==> config.mk <==
export PLATFORM = sky130hd
export DESIGN_NAME = coleman_liau_text_grader_flat
export DESIGN_NICKNAME = d
export VERILOG_FILES = /design/src/sv/clt_pkg.sv /design/src/sv/clt_if.sv /design/src/sv/clt_count.sv /design/src/sv/clt_alu.sv /design/src/sv/coleman_liau_text_grader.sv /design/src/flat_wrapper.sv
export SDC_FILE = /design/constraint.sdc
export NUM_CORES = 1
export LEC_CHECK = 0
export CAP_MARGIN = 20
export CORE_MARGIN = 4
export CORE_UTILIZATION = 60
export DETAILED_ROUTE_END_ITERATION = 8
export DONT_BUFFER_PORTS = 1
export PLACE_DENSITY = 0.76
export SETUP_SLACK_MARGIN = 0.02
export SKIP_CTS_REPAIR_TIMING = 1
export SKIP_LAST_GASP = 1
export SLEW_MARGIN = 15
export SYNTH_ARGS = -nofsm -noshare
export SYNTH_HDL_FRONTEND = slang
export SYNTH_SLANG_ARGS = --single-unit
==> constraint.sdc <==
create_clock -name i_clk -period 12.82 [get_ports i_clk]
set_input_delay 0.641 -clock i_clk [delete_from_list [all_inputs] [get_ports i_clk]]
set_output_delay 0.641 -clock i_clk [all_outputs]
set_load 0.005 [all_outputs]
==> src/sv/clt_pkg.sv <==
// Shared types and constants for the Coleman-Liau text grader.
// Used by the channel interfaces, the counter unit and the top level.
package clt_pkg;

    // Counter width and width of the count fields on the result channel
    localparam int COUNT_WIDTH = 16;
    localparam int FIELD_W     = 16;
    localparam int BAND_W      = 5;

    // Arithmetic widths: products and the signed index numerator
    localparam int PROD_W = COUNT_WIDTH + 12;
    localparam int ACC_W  = COUNT_WIDTH + 16;
    localparam int K_W    = 12;

    // Index weights, scaled by 10000 (letters, sentences) and 100 (words)
    localparam logic [K_W-1:0] K_LETTER   = 12'd588;
    localparam logic [K_W-1:0] K_SENTENCE = 12'd2960;
    localparam logic [K_W-1:0] K_WORD     = 12'd1580;
    localparam logic [K_W-1:0] K_DEN      = 12'd100;

    localparam logic [BAND_W-1:0] BAND_ZERO = 5'd0;
    localparam logic [BAND_W-1:0] BAND_TOP  = 5'd16;

    // Character codes
    localparam logic [7:0] CH_DOT   = 8'h2E;
    localparam logic [7:0] CH_BANG  = 8'h21;
    localparam logic [7:0] CH_QUERY = 8'h3F;
    localparam logic [7:0] CH_SPACE = 8'h20;
    localparam logic [7:0] CH_TAB   = 8'h09;
    localparam logic [7:0] CH_CR    = 8'h0D;

    typedef struct packed {
        logic [COUNT_WIDTH-1:0] letters;
        logic [COUNT_WIDTH-1:0] words;
        logic [COUNT_WIDTH-1:0] sentences;
    } t_counts;

    typedef enum logic [3:0] {
        ST_IDLE,
        ST_P_LET,
        ST_A_LET,
        ST_P_SEN,
        ST_A_SEN,
        ST_P_WRD,
        ST_A_WRD,
        ST_P_DEN,
        ST_A_DEN,
        ST_CHK16,
        ST_DIV,
        ST_DONE
    } t_state;

endpackage

==> src/sv/clt_if.sv <==
// Valid/ready channels of the text grader: text bytes in, grades out.
// Depends on clt_pkg for field widths.
interface clt_in_if import clt_pkg::*; ();
    logic       valid;
    logic       ready;
    logic [7:0] text_byte;
    logic       byte_present;
    logic       end_of_text;

    modport source (output valid, text_byte, byte_present, end_of_text, input ready);
    modport sink   (input valid, text_byte, byte_present, end_of_text, output ready);
endinterface

interface clt_out_if import clt_pkg::*; ();
    logic              valid;
    logic              ready;
    logic [FIELD_W-1:0] letter_count;
    logic [FIELD_W-1:0] word_count;
    logic [FIELD_W-1:0] sentence_count;
    logic [BAND_W-1:0]  grade_band;
    logic               empty_text;

    modport source (output valid, letter_count, word_count, sentence_count, grade_band,
                    empty_text, input ready);
    modport sink   (input valid, letter_count, word_count, sentence_count, grade_band,
                    empty_text, output ready);
endinterface

==> src/sv/clt_count.sv <==
// Byte classifier and saturating letter, word and sentence counters.
// Depends on clt_pkg.
module clt_count import clt_pkg::*; (
    input  logic       i_clk,
    input  logic       i_rst_n,
    input  logic       i_take,
    input  logic [7:0] i_byte,
    input  logic       i_present,
    input  logic       i_clear,
    output t_counts    o_counts
);

    localparam logic [COUNT_WIDTH-1:0] CNT_MAX = '1;

    t_counts r_counts, n_counts;
    logic    r_in_word, n_in_word;
    logic    w_letter, w_mark, w_blank;

    // Classify the incoming byte
    always_comb begin
        w_letter = (i_byte inside {[8'h41:8'h5A], [8'h61:8'h7A]});
        w_mark   = (i_byte == CH_DOT) || (i_byte == CH_BANG) || (i_byte == CH_QUERY);
        w_blank  = (i_byte == CH_SPACE) || (i_byte inside {[CH_TAB:CH_CR]});
    end

    // Clear or advance the counters, stopping at all ones
    always_comb begin
        n_counts  = r_counts;
        n_in_word = r_in_word;
        if (i_clear) begin
            n_counts  = '0;
            n_in_word = 1'b0;
        end else if (i_take && i_present) begin
            if (w_letter && (r_counts.letters != CNT_MAX)) begin
                n_counts.letters = r_counts.letters + 1'b1;
            end
            if (w_mark && (r_counts.sentences != CNT_MAX)) begin
                n_counts.sentences = r_counts.sentences + 1'b1;
            end
            if (w_blank) begin
                n_in_word = 1'b0;
            end else if (!r_in_word) begin
                n_in_word = 1'b1;
                if (r_counts.words != CNT_MAX) begin
                    n_counts.words = r_counts.words + 1'b1;
                end
            end
        end
    end

    always_ff @(posedge i_clk) begin
        if (!i_rst_n) begin
            r_counts  <= '0;
            r_in_word <= 1'b0;
        end else begin
            r_counts  <= n_counts;
            r_in_word <= n_in_word;
        end
    end

    assign o_counts = r_counts;

endmodule

==> src/sv/clt_alu.sv <==
// Shared adder/subtractor used by the grade sequencer for its add, subtract and compare steps.
// Depends on clt_pkg.
module clt_alu import clt_pkg::*; (
    input  logic [ACC_W-1:0] i_a,
    input  logic [ACC_W-1:0] i_b,
    input  logic             i_sub,
    output logic [ACC_W-1:0] o_res,
    output logic             o_neg
);

    // Add or subtract; the top bit gives the sign of the signed result
    always_comb begin
        if (i_sub) begin
            o_res = i_a - i_b;
        end else begin
            o_res = i_a + i_b;
        end
        o_neg = o_res[ACC_W-1];
    end

endmodule

==> src/sv/coleman_liau_text_grader.sv <==
// Coleman-Liau text grader: counts letters, words and sentences per text.
// Bytes are taken one per cycle while the grader is idle. The end-of-text item
// starts the grade sequence on one shared adder: numerator, range check and
// division (a text with no words goes straight to the result), plus any wait
// for a full output register; the result is valid the cycle after and the input is not ready meanwhile.
// Synchronous active-low reset clears counters, sequencer and result valid.
module coleman_liau_text_grader import clt_pkg::*; (
    input  logic      i_clk,
    input  logic      i_rst_n,
    clt_in_if.sink    i_in,
    clt_out_if.source o_out
);

    t_state r_state, n_state;

    logic [ACC_W-1:0]  r_acc, n_acc;
    logic [ACC_W-1:0]  r_prod, n_prod;
    logic [ACC_W-1:0]  r_dvs, n_dvs;
    logic [1:0]        r_bit, n_bit;
    logic [3:0]        r_q, n_q;
    logic [BAND_W-1:0] r_band, n_band;
    logic              r_empty, n_empty;

    logic               r_out_valid, n_out_valid;
    logic [FIELD_W-1:0] r_out_let, n_out_let;
    logic [FIELD_W-1:0] r_out_wrd, n_out_wrd;
    logic [FIELD_W-1:0] r_out_sen, n_out_sen;
    logic [BAND_W-1:0]  r_out_band, n_out_band;
    logic               r_out_empty, n_out_empty;

    logic                   w_take;
    logic                   w_clear;
    t_counts                w_counts;
    logic [K_W-1:0]         w_mul_k;
    logic [COUNT_WIDTH-1:0] w_mul_v;
    logic [PROD_W-1:0]      w_mul;
    logic [ACC_W-1:0]       w_alu_a, w_alu_b, w_alu_res;
    logic                   w_alu_sub, w_alu_neg;

    assign i_in.ready = (r_state == ST_IDLE);
    assign w_take     = i_in.valid && i_in.ready;

    clt_count u_count (
        .i_clk     (i_clk),
        .i_rst_n   (i_rst_n),
        .i_take    (w_take),
        .i_byte    (i_in.text_byte),
        .i_present (i_in.byte_present),
        .i_clear   (w_clear),
        .o_counts  (w_counts)
    );

    clt_alu u_alu (
        .i_a   (w_alu_a),
        .i_b   (w_alu_b),
        .i_sub (w_alu_sub),
        .o_res (w_alu_res),
        .o_neg (w_alu_neg)
    );

    // Constant weight times a count; registered before the adder uses it
    assign w_mul = PROD_W'(w_mul_k) * PROD_W'(w_mul_v);

    // Sequencer: build the numerator, then a short restoring division
    always_comb begin
        n_state     = r_state;
        n_acc       = r_acc;
        n_prod      = r_prod;
        n_dvs       = r_dvs;
        n_bit       = r_bit;
        n_q         = r_q;
        n_band      = r_band;
        n_empty     = r_empty;
        n_out_valid = r_out_valid;
        n_out_let   = r_out_let;
        n_out_wrd   = r_out_wrd;
        n_out_sen   = r_out_sen;
        n_out_band  = r_out_band;
        n_out_empty = r_out_empty;
        w_clear     = 1'b0;
        w_mul_k     = '0;
        w_mul_v     = '0;
        w_alu_a     = '0;
        w_alu_b     = '0;
        w_alu_sub   = 1'b0;

        // Drop the result once transferred
        if (r_out_valid && o_out.ready) begin
            n_out_valid = 1'b0;
        end

        case (r_state)
            ST_IDLE: begin
                if (w_take && i_in.end_of_text) begin
                    n_state = ST_P_LET;
                end
            end
            ST_P_LET: begin
                w_mul_k = K_LETTER;
                w_mul_v = w_counts.letters;
                n_prod  = ACC_W'(w_mul);
                if (w_counts.words == '0) begin
                    n_empty = 1'b1;
                    n_band  = BAND_ZERO;
                    n_state = ST_DONE;
                end else begin
                    n_empty = 1'b0;
                    n_state = ST_A_LET;
                end
            end
            ST_A_LET: begin
                w_alu_b = r_prod;
                n_acc   = w_alu_res;
                n_state = ST_P_SEN;
            end
            ST_P_SEN: begin
                w_mul_k = K_SENTENCE;
                w_mul_v = w_counts.sentences;
                n_prod  = ACC_W'(w_mul);
                n_state = ST_A_SEN;
            end
            ST_A_SEN: begin
                w_alu_a   = r_acc;
                w_alu_b   = r_prod;
                w_alu_sub = 1'b1;
                n_acc     = w_alu_res;
                n_state   = ST_P_WRD;
            end
            ST_P_WRD: begin
                w_mul_k = K_WORD;
                w_mul_v = w_counts.words;
                n_prod  = ACC_W'(w_mul);
                n_state = ST_A_WRD;
            end
            ST_A_WRD: begin
                w_alu_a   = r_acc;
                w_alu_b   = r_prod;
                w_alu_sub = 1'b1;
                n_acc     = w_alu_res;
                n_state   = ST_P_DEN;
            end
            ST_P_DEN: begin
                w_mul_k = K_DEN;
                w_mul_v = w_counts.words;
                n_prod  = ACC_W'(w_mul);
                n_state = ST_A_DEN;
            end
            ST_A_DEN: begin
                // A negative numerator always rounds to a grade below one
                if (r_acc[ACC_W-1]) begin
                    n_band  = BAND_ZERO;
                    n_state = ST_DONE;
                end else begin
                    // Dividend 2*num + den, divisor 2*den
                    w_alu_a = r_acc << 1;
                    w_alu_b = r_prod;
                    n_acc   = w_alu_res;
                    n_dvs   = r_prod << 1;
                    n_state = ST_CHK16;
                end
            end
            ST_CHK16: begin
                w_alu_a   = r_acc;
                w_alu_b   = r_dvs << 4;
                w_alu_sub = 1'b1;
                if (!w_alu_neg) begin
                    n_band  = BAND_TOP;
                    n_state = ST_DONE;
                end else begin
                    n_bit   = 2'd3;
                    n_q     = '0;
                    n_state = ST_DIV;
                end
            end
            ST_DIV: begin
                // One quotient bit a cycle, most significant first
                w_alu_a   = r_acc;
                w_alu_b   = r_dvs << r_bit;
                w_alu_sub = 1'b1;
                if (!w_alu_neg) begin
                    n_acc        = w_alu_res;
                    n_q[r_bit]   = 1'b1;
                end
                if (r_bit == 2'd0) begin
                    n_band  = BAND_W'(n_q);
                    n_state = ST_DONE;
                end else begin
                    n_bit = r_bit - 1'b1;
                end
            end
            ST_DONE: begin
                // Hold until the output register is free, then clear counters
                if (!r_out_valid || o_out.ready) begin
                    n_out_valid = 1'b1;
                    n_out_let   = FIELD_W'(w_counts.letters);
                    n_out_wrd   = FIELD_W'(w_counts.words);
                    n_out_sen   = FIELD_W'(w_counts.sentences);
                    n_out_band  = r_band;
                    n_out_empty = r_empty;
                    w_clear     = 1'b1;
                    n_state     = ST_IDLE;
                end
            end
            default: begin
                n_state = ST_IDLE;
            end
        endcase
    end

    // Control state
    always_ff @(posedge i_clk) begin
        if (!i_rst_n) begin
            r_state     <= ST_IDLE;
            r_out_valid <= 1'b0;
        end else begin
            r_state     <= n_state;
            r_out_valid <= n_out_valid;
        end
    end

    // Datapath and result payload
    always_ff @(posedge i_clk) begin
        r_acc       <= n_acc;
        r_prod      <= n_prod;
        r_dvs       <= n_dvs;
        r_bit       <= n_bit;
        r_q         <= n_q;
        r_band      <= n_band;
        r_empty     <= n_empty;
        r_out_let   <= n_out_let;
        r_out_wrd   <= n_out_wrd;
        r_out_sen   <= n_out_sen;
        r_out_band  <= n_out_band;
        r_out_empty <= n_out_empty;
    end

    assign o_out.valid          = r_out_valid;
    assign o_out.letter_count   = r_out_let;
    assign o_out.word_count     = r_out_wrd;
    assign o_out.sentence_count = r_out_sen;
    assign o_out.grade_band     = r_out_band;
    assign o_out.empty_text     = r_out_empty;

endmodule
==> src/flat_wrapper.sv <==
// flat-port wrapper written by rule: the top's interface ports become plain ports
module coleman_liau_text_grader_flat import clt_pkg::*;
  (i_clk, i_rst_n, i_in_valid, i_in_text_byte, i_in_byte_present, i_in_end_of_text, i_in_ready, o_out_valid, o_out_letter_count, o_out_word_count, o_out_sentence_count, o_out_grade_band, o_out_empty_text, o_out_ready);
  clt_in_if i_in_i ();
  clt_out_if o_out_i ();
  input  logic i_clk;
  input  logic i_rst_n;
  input wire logic [$bits(i_in_i.valid)-1:0] i_in_valid;
  input wire logic [$bits(i_in_i.text_byte)-1:0] i_in_text_byte;
  input wire logic [$bits(i_in_i.byte_present)-1:0] i_in_byte_present;
  input wire logic [$bits(i_in_i.end_of_text)-1:0] i_in_end_of_text;
  output wire logic [$bits(i_in_i.ready)-1:0] i_in_ready;
  output wire logic [$bits(o_out_i.valid)-1:0] o_out_valid;
  output wire logic [$bits(o_out_i.letter_count)-1:0] o_out_letter_count;
  output wire logic [$bits(o_out_i.word_count)-1:0] o_out_word_count;
  output wire logic [$bits(o_out_i.sentence_count)-1:0] o_out_sentence_count;
  output wire logic [$bits(o_out_i.grade_band)-1:0] o_out_grade_band;
  output wire logic [$bits(o_out_i.empty_text)-1:0] o_out_empty_text;
  input wire logic [$bits(o_out_i.ready)-1:0] o_out_ready;
  assign i_in_i.valid = i_in_valid;
  assign i_in_i.text_byte = i_in_text_byte;
  assign i_in_i.byte_present = i_in_byte_present;
  assign i_in_i.end_of_text = i_in_end_of_text;
  assign i_in_ready = i_in_i.ready;
  assign o_out_valid = o_out_i.valid;
  assign o_out_letter_count = o_out_i.letter_count;
  assign o_out_word_count = o_out_i.word_count;
  assign o_out_sentence_count = o_out_i.sentence_count;
  assign o_out_grade_band = o_out_i.grade_band;
  assign o_out_empty_text = o_out_i.empty_text;
  assign o_out_i.ready = o_out_ready;
  coleman_liau_text_grader u_core (.i_clk(i_clk), .i_rst_n(i_rst_n), .i_in(i_in_i), .o_out(o_out_i));
endmodule
==> impl_results.md <==
* DPL Wire Length at a little under 30000 µm
* Crit-path cells: nand2_1 > nor3_1 > buf_4 > nand2_1 > inv_1 > o21ai_0 > fa_1 > fa_1 > inv_1 > fa_1 > fa_1 > inv_1 > fa_1 > inv_1 > ha_1 > a21o_1 > a21o_1 > a311oi_1 > o21ai_0 > o311a_1 > o41a_1 > a41oi_1 > a21oi_1 > xnor2_1
* DR WL/cell at between 15 and 20 µm
* Synth cell types at 76
* CP Class: reg2reg
* Setup violators final at 0
* Gp weighted congestion at 0.954
* Synthesized area per cell at approximately 10 µm²
* Asr flop ratio synth at 0%
* Share of layout cells above drive strength 1 at roughly 5.5%
* # port buffers at 0
* First-pass GRT wire length at approximately 60000 µm
* Crit-path most repeated cell: fa_1
* Most frequent cells after synthesis: inv_1 (166), nor2_1 (164), edfxtp_1 (150)
* Die ar. at ~29000 µm²
* CP Capture Type: register
* Post-synth top area cell: edfxtp_1
* Critical Path AT at ~8 ns
* CP required at about 13 ns
* Fmax at 128 MHz
* Drt initial violations at about 1000
* Worst R2R Setup Slack at approximately 5 ns
* Routed WL at around 37000 µm
* Largest net degree at the start of global routing at 53
* Hold depth at 1
* Min-Delay Endpoint: u_core.r_state[1]
* Antenna viol nets, final at 0
* GRT Residual Overflow at 0
* Slew headroom at a little under a third
* Post-Synthesis Cells at 1600
* Slew Viols, Final at 0
* Hold Vio Cnt, Final at 0
* Clock sinks at just over 200
* P&R area growth vs syn at 7.00%
* Footprint of the multi-input gates at about 9600 µm²
* Max FO, Critical Path at 25
* Top cells by area, synth: edfxtp_1 (28%), fa_1 (13%), ha_1 (9.2%), dfxtp_1 (6.8%), inv_1 (3.9%)
* FF+latch count, synth at ~200
* Util after Layout at 65.4%
* # rows at between 50 and 60
* Initial antenna violation count at 0
* Worst Path Buf+Inv at 5
* Reg2Reg Depth at 24
* CTS HTree Levels at 1
* Reg clk slew, reported paths at approximately 0.07 ns
* Maximum vdd drop at between 0.00015 and 0.0002 V
* DR DRC count at 0
* Post-synth top area share at about 28%
* Vias in the first global route at around 11000
* Worst path max stage delay at 0.90 ns
* Max Cap Viol at 0
* Setup tns final at 0 ns
* Worst slew pin tran at between 1 and 1.5 ns
* Top-count cell post-synth: inv_1
* GRT Total Usage at about a quarter
* Leak pwr at around 7.4 nW
* Slowest CP cell: dfxtp_1
* Share of the yosys chip area belonging to registers at 35.0%
* CTS max path bufs at 3
* Hold Slack at roughly 0.25 ns
* Power, Total at around 3.8 mW
* Area of the mapped netlist at roughly 16000 µm²
* Final Cycle Share at about three fifths
* Startpoint Class: register
* Type of the worst min-delay path: in2reg
* Die H at 171 µm
* Die W at 171 µm
* RSZ-0062 raised after global routing: no
* Skew final at between 0.02 and 0.025 ns
* Synth Warn # at 0
* HP Start: i_rst_n
* Initial Util at 61.1%
* Clk_lat worst skew at ~0.52 ns
* DR pass1 iterations at 5
* Top Ports at 70
* Register area at 5590 µm²
* Main flop type after synthesis: edfxtp_1
* Power Density at approximately 220 nW/µm²
* Outcome: finished, final reports clean
* Ant diodes at 0
* R2R Path Start: u_core.r_state[1]
* Number of buffers created by CTS at 23
* Via count at 11800
* DR vias/cell at about 6.1
* Synthesized Nets at about 1800
* TritonCTS clock tree: yes
* Root buf cell: clkbuf_16
* Filler Cell Count at around 2100
* Crit path max-delay family: adder cells
* Worst R2R End: u_core.r_prod[27]
* Final Critical Period at 7.79 ns
* Layout net count at around 1800
* Number of synthesized flops with an enable pin at 150
* Core area at roughly 26000 µm²
-- worst max-delay path by stage --
stage / from / endpoint / slack, ns / cells after the start
global route: u_core.r_state[1] / u_core.r_prod[27] / 4.51 / 24
finish: u_core.r_state[1] / u_core.r_prod[27] / 5.03 / 24
floorplan: u_core.r_state[3] / u_core.r_prod[27] / 5.47 / 22
detailed placement: u_core.r_state[1] / u_core.r_prod[25] / 5.00 / 23
global placement: u_core.r_state[1] / u_core.r_prod[27] / 5.12 / 23
CTS: u_core.r_state[1] / u_core.r_prod[27] / 4.95 / 23
-- sequential cells by signal (all words and copies together), names as in the netlist --
signal and count:
u_core.o_out.word_count 16, u_core.r_prod 26, u_core.o_out.valid 1, u_core.r_acc 32
u_core.r_empty 1, u_core.r_dvs 26, u_core.o_out.grade_band 5, u_core.u_count.o_counts 48
u_core.r_bit 2, u_core.u_count.r_in_word 1, u_core.o_out.empty_text 1, u_core.r_band 5
u_core.o_out.sentence_count 16, u_core.r_state 4, u_core.r_q 4, u_core.o_out.letter_count 16
-- per-stage QoR --
| stage | cell area [µm²] | instances | worst slack (ns) |
|---|---|---|---|
| 2_1_floorplan | 16000 | 1600 | 5.47 |
| 3_3_place_gp | 16300 | 1885 | 5.12 |
| 3_5_place_dp | 16300 | 1885 | 5.00 |
| 4_1_cts | 17000 | 1926 | 4.95 |
| 5_1_grt | 17100 | 1929 | 4.51 |
| 6_report | 17100 | 1929 | 5.03 |
-- cell type report --
class / instances / area share [%]
Inverter: 167 / 3.67
Timing Repair Buffer: 16 / 0.864
Tap cell: 335 / 2.45
Clock inverter: 13 / 0.856
Multi-Input combinational cell: 1166 / 55.9
Clock buffer: 28 / 3.60
Sequential cell: 204 / 32.7
-- cells in the final DEF, fill, tap and decap left out, drive strengths merged, types with 26 or more instances in the layout --
cell type    n
a21oi       83
a22o        31
and2        26
clkbuf      28
dfxtp       54
edfxtp     150
fa         106
ha         117
inv        167
nand2      127
nand3       31
nor2       164
nor3        27
o21ai       71
xnor2       60
xor2        47
-- per-layer routing --
layer | vias up | share of wire (%) | track usage [%]
li1 | 5574 | - | -
met1 | 5739 | 43 | 36.5
met2 | 422 | 48 | 41.2
met3 | 63 | 7.8 | 5.15
met4 | 0 | 2.0 | 5.51
met5 | - | 0 | 0
-- kinds of logic (layout without fill, tap and decap cells) --
family                   after synthesis  after routing  synth area share, %
AO/OA/AOI/OAI                        313            313                 13.1
XOR/XNOR                             107            107                 5.91
AND/OR/NAND/NOR                      490            490                 14.5
adder cells (fa/ha/maj)              223            223                 22.4
flip-flops                           204            204                 35.0
buffers and inverters                230            224                 5.69
multiplexers                          33             33                 3.37
-- where the power goes --
group | total (mW) | switching, mW | leakage [nW] | internal (mW)
clock | 0.659 | 0.257 | 0.372 | 0.402
combinational | 2.06 | 1.21 | 5.30 | 0.846
sequential | 1.10 | 0.121 | 1.77 | 0.984
total | 3.82 | 1.59 | 7.44 | 2.23
No activity file was read; power rests on OpenSTA's default activity.
